[src/rtl/i2cram_pkg.sv]
`default_nettype none
// ---------------------------------------------------------------------------
// i2cram_pkg
// Shared types and constants for the I2C register access master.
// ---------------------------------------------------------------------------
package i2cram_pkg;

  localparam int unsigned HB_W    = 16;
  localparam int unsigned RETRY_W = 8;
  localparam int unsigned BYTE_W  = 8;
  localparam int unsigned BITCNT_W = 4;
  localparam int unsigned CFG_ADDR_W = 1;
  localparam int unsigned CFG_DATA_W = 16;
  localparam int unsigned S_TDATA_W = 32;
  localparam int unsigned S_TUSER_W = 2;
  localparam int unsigned M_TDATA_W = 16;

  localparam logic [BITCNT_W-1:0] BITS_PER_BYTE = BITCNT_W'(8);
  localparam logic [HB_W-1:0] HB_RESET = HB_W'(1);
  localparam logic [RETRY_W-1:0] RETRY_RESET = RETRY_W'(250);

  // Configuration register indexes
  localparam logic [CFG_ADDR_W-1:0] CFG_HALF_BIT_TICKS  = 1'b0;
  localparam logic [CFG_ADDR_W-1:0] CFG_ACK_RETRY_LIMIT = 1'b1;

  // Command codes
  localparam logic [1:0] CMD_NONE  = 2'd0;
  localparam logic [1:0] CMD_WRITE = 2'd1;
  localparam logic [1:0] CMD_READ  = 2'd2;

  // Sub-step within a bus phase
  localparam logic [1:0] STEP_FIRST  = 2'd0;
  localparam logic [1:0] STEP_SECOND = 2'd1;
  localparam logic [1:0] STEP_THIRD  = 2'd2;

  typedef enum logic [14:0] {
    PH_IDLE     = 15'b000000000000001,
    PH_START    = 15'b000000000000010,
    PH_WR_DEV   = 15'b000000000000100,
    PH_ACK_DEV  = 15'b000000000001000,
    PH_WR_REG   = 15'b000000000010000,
    PH_ACK_REG  = 15'b000000000100000,
    PH_WR_DATA  = 15'b000000001000000,
    PH_ACK_DATA = 15'b000000010000000,
    PH_RESTART  = 15'b000000100000000,
    PH_WR_DEVR  = 15'b000001000000000,
    PH_ACK_DEVR = 15'b000010000000000,
    PH_READ     = 15'b000100000000000,
    PH_NACK     = 15'b001000000000000,
    PH_STOP     = 15'b010000000000000,
    PH_FINISH   = 15'b100000000000000
  } phase_t;

  typedef struct packed {
    logic [HB_W-1:0]    half_bit_ticks;
    logic [RETRY_W-1:0] ack_retry_limit;
  } cfg_t;

  typedef struct packed {
    phase_t              phase;
    logic [1:0]          step;
    logic [BITCNT_W-1:0] bit_count;
    logic [HB_W-1:0]     delay_count;
    logic [RETRY_W-1:0]  retry_count;
    logic [BYTE_W-1:0]   shift_byte;
    logic [BYTE_W-1:0]   dev_addr;
    logic [BYTE_W-1:0]   reg_addr;
    logic [BYTE_W-1:0]   wr_data;
    logic                is_read;
    logic [BYTE_W-1:0]   read_byte;
    logic                error_flag;
    logic                scl;
    logic                sda;
    logic                oe;
  } bus_state_t;

  // Sequencer state after reset: idle, with both lines driven high.
  localparam bus_state_t BUS_STATE_RESET = '{
    phase:       PH_IDLE,
    step:        STEP_FIRST,
    bit_count:   '0,
    delay_count: '0,
    retry_count: '0,
    shift_byte:  '0,
    dev_addr:    '0,
    reg_addr:    '0,
    wr_data:     '0,
    is_read:     1'b0,
    read_byte:   '0,
    error_flag:  1'b0,
    scl:         1'b1,
    sda:         1'b1,
    oe:          1'b1
  };

  typedef struct packed {
    logic                cmd_write;
    logic                cmd_read;
    logic [BYTE_W-1:0]   dev_addr;
    logic [BYTE_W-1:0]   reg_addr;
    logic [BYTE_W-1:0]   wr_data;
    logic                sda_in;
  } tick_in_t;

endpackage

`default_nettype wire

[src/rtl/i2cram_cfg.sv]
`default_nettype none
// ---------------------------------------------------------------------------
// i2cram_cfg
// Configuration registers, with the bus step length clamped to at least one tick.
// ---------------------------------------------------------------------------
module i2cram_cfg
  import i2cram_pkg::*;
(
  input  wire logic                  clk,
  input  wire logic                  rst,
  input  wire logic                  cfg_we,
  input  wire logic [CFG_ADDR_W-1:0] cfg_addr,
  input  wire logic [CFG_DATA_W-1:0] cfg_wdata,
  output cfg_t                       cfg,
  output logic [HB_W-1:0]            hold_ticks
);

  logic [HB_W-1:0]    half_bit_ticks;
  logic [RETRY_W-1:0] ack_retry_limit;

  always_ff @(posedge clk) begin
    if (rst) begin
      half_bit_ticks  <= HB_RESET;
      ack_retry_limit <= RETRY_RESET;
    end else if (cfg_we) begin
      unique case (cfg_addr)
        CFG_HALF_BIT_TICKS:  half_bit_ticks  <= cfg_wdata[HB_W-1:0];
        CFG_ACK_RETRY_LIMIT: ack_retry_limit <= cfg_wdata[RETRY_W-1:0];
        default: ;
      endcase
    end
  end

  assign cfg = '{half_bit_ticks: half_bit_ticks, ack_retry_limit: ack_retry_limit};

  // Reload value of the delay counter: a zero step length behaves as one tick.
  assign hold_ticks = (half_bit_ticks == '0) ? '0 : half_bit_ticks - HB_W'(1);

endmodule

`default_nettype wire

[src/rtl/i2cram_seq.sv]
`default_nettype none
// ---------------------------------------------------------------------------
// i2cram_seq
// Next-state logic of the bus sequencer for one tick.
// ---------------------------------------------------------------------------
module i2cram_seq
  import i2cram_pkg::*;
(
  input  wire bus_state_t st,
  input  wire tick_in_t   tin,
  input  wire cfg_t       cfg,
  input  wire logic [HB_W-1:0] hold_ticks,
  output bus_state_t      st_next,
  output logic            done
);

  bus_state_t          base;
  bus_state_t          act;
  logic                act_done;
  logic                start_cmd;
  logic [BITCNT_W-1:0] bc_inc;

  function automatic bus_state_t go_phase(bus_state_t s, phase_t p);
    bus_state_t r;
    r = s;
    r.phase = p;
    r.step = STEP_FIRST;
    r.bit_count = '0;
    if (p == PH_WR_DEV) r.shift_byte = s.dev_addr;
    else if (p == PH_WR_REG) r.shift_byte = s.reg_addr;
    else if (p == PH_WR_DATA) r.shift_byte = s.wr_data;
    else if (p == PH_WR_DEVR) r.shift_byte = s.dev_addr | BYTE_W'(1);
    return r;
  endfunction

  always_comb begin
    start_cmd = tin.cmd_write | tin.cmd_read;
    base = st;
    if (st.phase == PH_IDLE && start_cmd) begin
      base.dev_addr    = tin.dev_addr;
      base.reg_addr    = tin.reg_addr;
      base.wr_data     = tin.wr_data;
      base.is_read     = tin.cmd_read;
      base.error_flag  = 1'b0;
      base.retry_count = '0;
      base = go_phase(base, PH_START);
    end

    act = base;
    act_done = 1'b0;
    bc_inc = base.bit_count + BITCNT_W'(1);

    unique case (base.phase)
      PH_IDLE: ;
      PH_START, PH_RESTART: begin
        if (base.step == STEP_FIRST) begin
          act.oe = 1'b1; act.sda = 1'b1; act.scl = 1'b1; act.step = STEP_SECOND;
        end else if (base.step == STEP_SECOND) begin
          act.sda = 1'b0; act.step = STEP_THIRD;
        end else begin
          act.scl = 1'b0;
          act = go_phase(act, (base.phase == PH_START) ? PH_WR_DEV : PH_WR_DEVR);
        end
        act.delay_count = hold_ticks;
      end
      PH_WR_DEV, PH_WR_REG, PH_WR_DATA, PH_WR_DEVR: begin
        if (base.step == STEP_FIRST) begin
          act.oe = 1'b1; act.scl = 1'b0; act.step = STEP_SECOND;
        end else if (base.step == STEP_SECOND) begin
          act.sda = base.shift_byte[BYTE_W-1]; act.step = STEP_THIRD;
        end else begin
          act.scl = 1'b1;
          act.shift_byte = {base.shift_byte[BYTE_W-2:0], 1'b0};
          act.bit_count = bc_inc;
          if (bc_inc >= BITS_PER_BYTE) begin
            unique case (base.phase)
              PH_WR_DEV:  act = go_phase(act, PH_ACK_DEV);
              PH_WR_REG:  act = go_phase(act, PH_ACK_REG);
              PH_WR_DATA: act = go_phase(act, PH_ACK_DATA);
              default:    act = go_phase(act, PH_ACK_DEVR);
            endcase
          end else begin
            act.step = STEP_FIRST;
          end
        end
        act.delay_count = hold_ticks;
      end
      PH_ACK_DEV, PH_ACK_REG, PH_ACK_DATA, PH_ACK_DEVR: begin
        if (base.step == STEP_FIRST) begin
          act.scl = 1'b0; act.sda = 1'b1; act.oe = 1'b0;
          act.retry_count = '0; act.step = STEP_SECOND;
          act.delay_count = hold_ticks;
        end else if (base.step == STEP_SECOND) begin
          act.scl = 1'b1; act.step = STEP_THIRD;
          act.delay_count = hold_ticks;
        end else if (!tin.sda_in) begin
          act.scl = 1'b0;
          unique case (base.phase)
            PH_ACK_DEV:  act = go_phase(act, PH_WR_REG);
            PH_ACK_REG:  act = go_phase(act, base.is_read ? PH_RESTART : PH_WR_DATA);
            PH_ACK_DATA: act = go_phase(act, PH_STOP);
            default:     act = go_phase(act, PH_READ);
          endcase
          act.delay_count = hold_ticks;
        end else if (base.retry_count >= cfg.ack_retry_limit) begin
          // Timeout: abort and start the STOP sequence on this same tick.
          act.error_flag = 1'b1;
          act = go_phase(act, PH_STOP);
          act.oe = 1'b1; act.sda = 1'b0; act.step = STEP_SECOND;
          act.delay_count = hold_ticks;
        end else begin
          act.retry_count = base.retry_count + RETRY_W'(1);
        end
      end
      PH_READ: begin
        if (base.step == STEP_FIRST) begin
          act.oe = 1'b0; act.scl = 1'b1; act.step = STEP_SECOND;
        end else begin
          act.shift_byte = {base.shift_byte[BYTE_W-2:0], tin.sda_in};
          act.scl = 1'b0;
          act.bit_count = bc_inc;
          if (bc_inc >= BITS_PER_BYTE) act = go_phase(act, PH_NACK);
          else act.step = STEP_FIRST;
        end
        act.delay_count = hold_ticks;
      end
      PH_NACK: begin
        if (base.step == STEP_FIRST) begin
          act.oe = 1'b1; act.sda = 1'b1; act.step = STEP_SECOND;
        end else if (base.step == STEP_SECOND) begin
          act.scl = 1'b1; act.step = STEP_THIRD;
        end else begin
          act.scl = 1'b0;
          act = go_phase(act, PH_STOP);
        end
        act.delay_count = hold_ticks;
      end
      PH_STOP: begin
        if (base.step == STEP_FIRST) begin
          act.oe = 1'b1; act.sda = 1'b0; act.step = STEP_SECOND;
        end else if (base.step == STEP_SECOND) begin
          act.scl = 1'b1; act.step = STEP_THIRD;
        end else begin
          act.sda = 1'b1;
          act = go_phase(act, PH_FINISH);
        end
        act.delay_count = hold_ticks;
      end
      PH_FINISH: begin
        if (base.is_read && !base.error_flag) act.read_byte = base.shift_byte;
        act = go_phase(act, PH_IDLE);
        act_done = 1'b1;
      end
      default: act = go_phase(act, PH_IDLE);
    endcase

    st_next = st;
    done = 1'b0;
    if (st.phase == PH_IDLE) begin
      if (start_cmd) begin
        st_next = act;
        done = act_done;
      end
    end else if (st.delay_count != '0) begin
      st_next.delay_count = st.delay_count - HB_W'(1);
    end else begin
      st_next = act;
      done = act_done;
    end
  end

endmodule

`default_nettype wire

[src/rtl/i2c_register_access_master.sv]
`default_nettype none
// ---------------------------------------------------------------------------
// i2c_register_access_master
// Pin-level I2C master for single-byte register writes and reads.
//
//   channel  | direction | contents
//   s_axis   | in        | one bus tick: command, addresses, write data, SDA
//   m_axis   | out       | line levels and status for that tick
//   cfg      | in        | step length and ACK retry limit, write only
//
// Every request is one bus tick and yields exactly one result request.
// A request is taken every cycle while the result register can accept it;
// its result is registered together with the sequencer state and shows in the next cycle.
// Reset is synchronous and returns the bus to idle with both lines high.
// When the result register is full and not taken, new requests are held off.
// ---------------------------------------------------------------------------
module i2c_register_access_master
  import i2cram_pkg::*;
(
  input  wire logic                  clk,
  input  wire logic                  rst,
  input  wire logic                  s_tvalid,
  output logic                       s_tready,
  // [7:0] dev_addr, [15:8] reg_addr, [23:16] wr_data, [24] sda_in, rest zero
  input  wire logic [S_TDATA_W-1:0]  s_tdata,
  // [1:0] cmd
  input  wire logic [S_TUSER_W-1:0]  s_tuser,
  output logic                       m_tvalid,
  input  wire logic                  m_tready,
  // [0] scl, [1] sda_out, [2] sda_oe, [3] busy_res, [4] done_res,
  // [12:5] rd_data, [13] ack_error, rest zero
  output logic [M_TDATA_W-1:0]       m_tdata,
  input  wire logic                  cfg_we,
  input  wire logic [CFG_ADDR_W-1:0] cfg_addr,
  input  wire logic [CFG_DATA_W-1:0] cfg_wdata
);

  cfg_t             cfg;
  logic [HB_W-1:0]  hold_ticks;
  tick_in_t         tin;
  bus_state_t       st;
  bus_state_t       st_next;
  logic             done;
  logic             take;
  logic [M_TDATA_W-1:0] result;

  i2cram_cfg u_cfg (
    .clk        (clk),
    .rst        (rst),
    .cfg_we     (cfg_we),
    .cfg_addr   (cfg_addr),
    .cfg_wdata  (cfg_wdata),
    .cfg        (cfg),
    .hold_ticks (hold_ticks)
  );

  assign tin = '{
    cmd_write: (s_tuser == CMD_WRITE),
    cmd_read:  (s_tuser == CMD_READ),
    dev_addr:  s_tdata[7:0],
    reg_addr:  s_tdata[15:8],
    wr_data:   s_tdata[23:16],
    sda_in:    s_tdata[24]
  };

  i2cram_seq u_seq (
    .st         (st),
    .tin        (tin),
    .cfg        (cfg),
    .hold_ticks (hold_ticks),
    .st_next    (st_next),
    .done       (done)
  );

  assign s_tready = !m_tvalid || m_tready;
  assign take     = s_tvalid && s_tready;

  assign result = {2'b00, st_next.error_flag, st_next.read_byte, done,
                   (st_next.phase != PH_IDLE), st_next.oe, st_next.sda, st_next.scl};

  always_ff @(posedge clk) begin
    if (rst) begin
      st          <= BUS_STATE_RESET;
      m_tvalid    <= 1'b0;
      m_tdata     <= '0;
    end else begin
      if (take) begin
        st       <= st_next;
        m_tdata  <= result;
        m_tvalid <= 1'b1;
      end else if (m_tready) begin
        m_tvalid <= 1'b0;
      end
    end
  end

endmodule

`default_nettype wire

[config.mk]
export PLATFORM = sky130hd
export DESIGN_NAME = i2c_register_access_master
export DESIGN_NICKNAME = d
export VERILOG_FILES = /design/src/rtl/i2cram_pkg.sv /design/src/rtl/i2cram_cfg.sv /design/src/rtl/i2cram_seq.sv /design/src/rtl/i2c_register_access_master.sv
export SDC_FILE = /design/constraint.sdc
export NUM_CORES = 1
export LEC_CHECK = 0
export ABC_AREA = 1
export BUFFER_PORTS_ARGS = -buffer_cell sky130_fd_sc_hd__buf_4
export CORE_UTILIZATION = 55
export DETAILED_ROUTE_END_ITERATION = 6
export PLACE_DENSITY = 0.82
export SKIP_CTS_REPAIR_TIMING = 1
export SLEW_MARGIN = 20
export SYNTH_ARGS = -nofsm -noshare
export SYNTH_HDL_FRONTEND = slang
export SYNTH_SLANG_ARGS = --single-unit
[constraint.sdc]
create_clock -name clk -period 3.15 [get_ports clk]
set_input_delay 0.315 -clock clk [delete_from_list [all_inputs] [get_ports clk]]
set_output_delay 0.315 -clock clk [all_outputs]
set_load 0.02 [all_outputs]
# After elaboration in Yosys (flattened, before gate mapping)
# Index checks and enable logic that the tools add are counted.
# totals
ff_bits,129
output_inout_bits,18
word_cells,164
# op_classes
addsub,4
n_lt_le_gt_ge,2
eq_ne,30
n_mux,90
bitwise_logic,2
reduce_logical,17
# ops
cell,n
90-bit two-way mux,8
90-bit one-hot mux with 8 select lines,1
71-bit two-way mux,4
70-bit two-way mux,4
89-bit one-hot mux with 3 select lines,1
86-bit one-hot mux with 3 select lines,1
15-bit two-way mux,13
73-bit two-way mux,2
8-bit two-way mux,10
53-bit two-way mux,1
50-bit two-way mux,1
16-bit two-way mux,3
"15-bit by 10-bit == test with 1-bit output, second input constant",3
"15-bit by 3-bit == test with 1-bit output, second input constant",3
"15-bit by 5-bit == test with 1-bit output, second input constant",3
"15-bit by 7-bit == test with 1-bit output, second input constant",3
42-bit two-way mux,1
37-bit two-way mux,1
"16-bit by 1-bit subtractor with 16-bit output, second input constant",2
"15-bit by 1-bit == test with 1-bit output, second input constant",2
24-bit two-way mux,1
2-bit two-way mux,11
21-bit two-way mux,1
1-bit two-way mux,19
35 further kinds,46

# Depth between registers and ports, before layout
# depth
ltp_word,18
depth_mapped,28

# Cells and area by module
# Synthesis repeated with hierarchy kept, for this count alone.
# unflattened
cells_unflattened,1539
area_unflattened_um2,9064.9
# by_module_without_submodules
mod,instances,cells_per_inst,area_each_um2,seq_area_each_um2
i2cram_seq,1,893,4302.9,0.0
i2c_register_access_master,1,445,3458.3,1921.8
i2cram_cfg,1,201,1303.8,480.5

# Worst setup path after synthesis
# OpenSTA, ideal clock, no wires.
# synth_timing
kind,register -> register
from,reg st[88] (netlist name)
to,reg st[52] (netlist name)
setup_time_ns,0.074
t_arrival_ns,3.240
path_slack_ns,-0.164
path_stages_with_launch,23
cell_sequence,dfxtp_1 buf_6 nor2_4 nand2_4 nor2_8 nand3_4 buf_4 buf_2 nand2_1 inv_1 ha_1 a21oi_1 o21a_1 nand3_1 nor2_1 nand2_1 inv_2 nand3_1 nor3_2 nand2_1 a21oi_1 o21ai_1 a31oi_1
# synth_between
elab_chain_cells,14
# synth_lines
element
branches (longest 14 deep; another with 4-bit by 1-bit adder with 4-bit output)
# Parallel ways; which one is timed is not known. The select of a mux whose other input is x is not followed.
# A chain may end at the register's enable or synchronous reset.

# Worst setup path after layout
# layout_timing
from,reg st[75] (netlist name)
to,reg st[50] (netlist name)
# layout_between
elab_chain_cells,14
# layout_lines
element
branches (longest 14 deep; another with 4-bit by 1-bit adder with 4-bit output)
# Parallel ways; which one is timed is not known. The select of a mux whose other input is x is not followed.

==> flow_summary.json <==
{
  "drt_first_pass_iters": 7,
  "yosysSeqAreaShare_pct": 27.9,
  "crit_buf_inv": 4,
  "insertion_delay_ns": 0.43,
  "fp.dieW_um": 127,
  "violations": "negative setup slack",
  "routed-via-count": 10077,
  "die_y_um": 127,
  "route.detailed.drc": 0,
  "period_share_pct": 104,
  "slowest_stage": "dfxtp_2",
  "antenna_found_initial": 0,
  "min_period_ns": 3.28,
  "io_pins": 74,
  "cp_common_cell": "inv_2",
  "path_clk_slew_ns": 0.06,
  "fillers": 1238,
  "synth_most_common_cell": "nand2_1",
  "required_ns": 3.43,
  "drive_above_1_share_pct": 23.3,
  "cts_buffer_depth": 2,
  "dp.cells": 1647,
  "fin_util_pct": 71.3,
  "diodes": 0,
  "nNetsFinal": 1557,
  "synth_cell_types": 53,
  "final_max_slew_viol_count": 0,
  "grt_max_degree": 63,
  "hold_violations": 0,
  "route.final.wire_length_um": 29100,
  "async_flop_share_pct": 0,
  "clock-sinks": 120,
  "vdd.ir_drop.worst_mv": 0.351,
  "worstPathCellList": "inv_2 -> nor2_2 -> nand2_2 -> nor2_4 -> nand3_4 -> nand2_2 -> inv_2 -> ha_4 -> a21oi_2 -> o21a_1 -> nand3_4 -> nor2_4 -> buf_6 -> nand2_4 -> inv_2 -> nand3_2 -> nor3_2 -> o21ai_0 -> o211ai_1 -> a21oi_1",
  "cp-start-kind": "register",
  "synth_seq_cells": 120,
  "via_per_inst": 5.97,
  "synth_edf_count": 0,
  "root_buffer": "clkbuf_16",
  "cts_inserted_buffers": 17,
  "crit_family": "simple AND/OR/NAND/NOR gates",
  "setup_viol": 3,
  "rows": 45,
  "fin_area_mm2": 0.0108,
  "initial_core_util_pct": 56.6,
  "worstPathArrival_ns": 3.55,
  "r2r_cells": 20,
  "htree_levels": 4,
  "avgSynthCellArea_um2": 6.43,
  "crit_type": "register to register",
  "yosysTopAreaCellShare_pct": 27.9,
  "rsz0062_at_grt": "true",
  "status": "finished, violations left",
  "die_area_mm2": 0.0161,
  "cpPeakStageDelay_ns": 0.33,
  "grt_pass1_vias": 8944,
  "fin_ws_ns": -0.126,
  "dp_hpwl_um": 20100,
  "antenna_left": 0,
  "coreArea_mm2": 0.0152,
  "p_per_area_mw_per_mm2": 429,
  "synthCells": 1338,
  "tritoncts": "yes",
  "slew_headroom_pct": 52.1,
  "ys_warn_count": 0,
  "min_path_type": "input pin to register",
  "path_depth": 20,
  "synthTopCellsByArea": "dfxtp_1, nand2_1, o21ai_0, inv_1, a21oi_1",
  "drt_iter0_drc": 1580,
  "wl_per_cell_um": 17.3,
  "grtUsageTotal_pct": 34.6,
  "grt_pass1_wl_um": 44100,
  "gp_congestion": 1.01,
  "netlist_top_cells_count": "nand2_1, inv_1, o21ai_0",
  "max_cap_viol_count": 0,
  "worst_slew_pin_slew_ns": 0.717,
  "end_kind": "register",
  "holdPathStages": 3,
  "stdcell_count": 1689,
  "finClkSkew_ns": 0.00787,
  "port_buffers": 64,
  "whs_ns": 0.114,
  "synth_ff_type": "dfxtp_1",
  "yosys.area.top_type": "dfxtp_1",
  "overflow": 0,
  "area_growth_pct": 26.1,
  "dpl_cell_area_mm2": 0.00990,
  "synth_area_mm2": 0.00860,
  "max_freq_ghz": 0.305,
  "cp_max_fo": 5,
  "leakage_uw": 0.00497
}
sequential cells by signal, summed over array words and instances, names as in the netlist:
| register | count |
|---|---|
| m_tdata | 6 |
| st | 89 |
| u_cfg.half_bit_ticks | 16 |
| u_cfg.ack_retry_limit | 8 |
| m_tvalid | 1 |
where the power goes:
| part | switching [uW] | total, uW | internal [uW] |
|---|---|---|---|
| Combinational | 641 | 1020 | 377 |
| Sequential | 71.2 | 1660 | 1590 |
| Clock | 776 | 1970 | 1190 |
| Total | 1490 | 4650 | 3160 |
per-stage QoR:
stage                     setup WS (ns)  total power [uW]  TNS, ns
after floorplan                  0.0130              2300        0
after global placement          -0.0549              2590  -0.0700
after detailed placement         -0.143              2610   -0.496
after CTS                        -0.103              4550   -0.249
after global routing             -0.253              4840    -1.39
final                            -0.126              4650   -0.245
worst min-delay path: cells and delay by family:
kind	cells	cell delay [ns]
buf+inv	1	0.08
simple gates	2	0.11
worst paths after layout:
| kind | from | endpoint | slack, ns |
|---|---|---|---|
| setup / recovery | st[75] | st[50] | -0.13 |
| hold / removal | cfg_wdata[11] | u_cfg.half_bit_ticks[11] | 0.11 |
| setup reg to reg | st[75] | st[50] | -0.13 |
| hold reg to reg | st[7] | st[7] | 0.47 |
routing by layer:
layer	GRT usage (%)	wire [um]	vias to the layer above	share of wire, %
li1	-	-	4762	-
met1	46.7	11700	4581	40
met2	54.7	13000	641	45
met3	6.07	3250	93	11
met4	14.4	1150	0	4.0
met5	0	0	-	0
cell families after synthesis:
logic type / Yosys count / synth area share [%]
other cells: 1 / 0.0436
xor+xnor: 25 / 2.55
flops: 120 / 27.9
fa+ha+maj: 13 / 1.89
compound gates: 326 / 21.0
simple gates: 612 / 34.3
buf+inv: 235 / 11.6
mux: 6 / 0.699
placed cells by master (no fill, tap or decap), drive strengths merged, types with 3 or more instances in the layout:
master / instances
clkinvlp: 6
nand4: 25
a32oi: 3
nor4: 13
o22ai: 8
nand2: 332
clkinv: 4
a21oi: 111
mux2i: 6
xnor2: 4
o21ai: 143
a22oi: 3
inv: 175
xor2: 21
ha: 13
buf: 190
nor2: 113
o21a: 4
dfxtp: 120
nand3: 86
nand3b: 3
a31oi: 15
o211ai: 30
nor3: 37
clkbuf: 19
cell type report:
| class | count | area, um2 | share of cell area, % |
|---|---|---|---|
| well taps | 188 | 235 | 2.17 |
| flip-flops and latches | 120 | 2400 | 22.2 |
| clock inverters | 13 | 145 | 1.34 |
| repair buffers | 190 | 1460 | 13.5 |
| inverters | 174 | 668 | 6.16 |
| multi-input cells | 985 | 5480 | 50.6 |
| clock buffers | 19 | 443 | 4.09 |
Power figures use the tool's default switching activity.
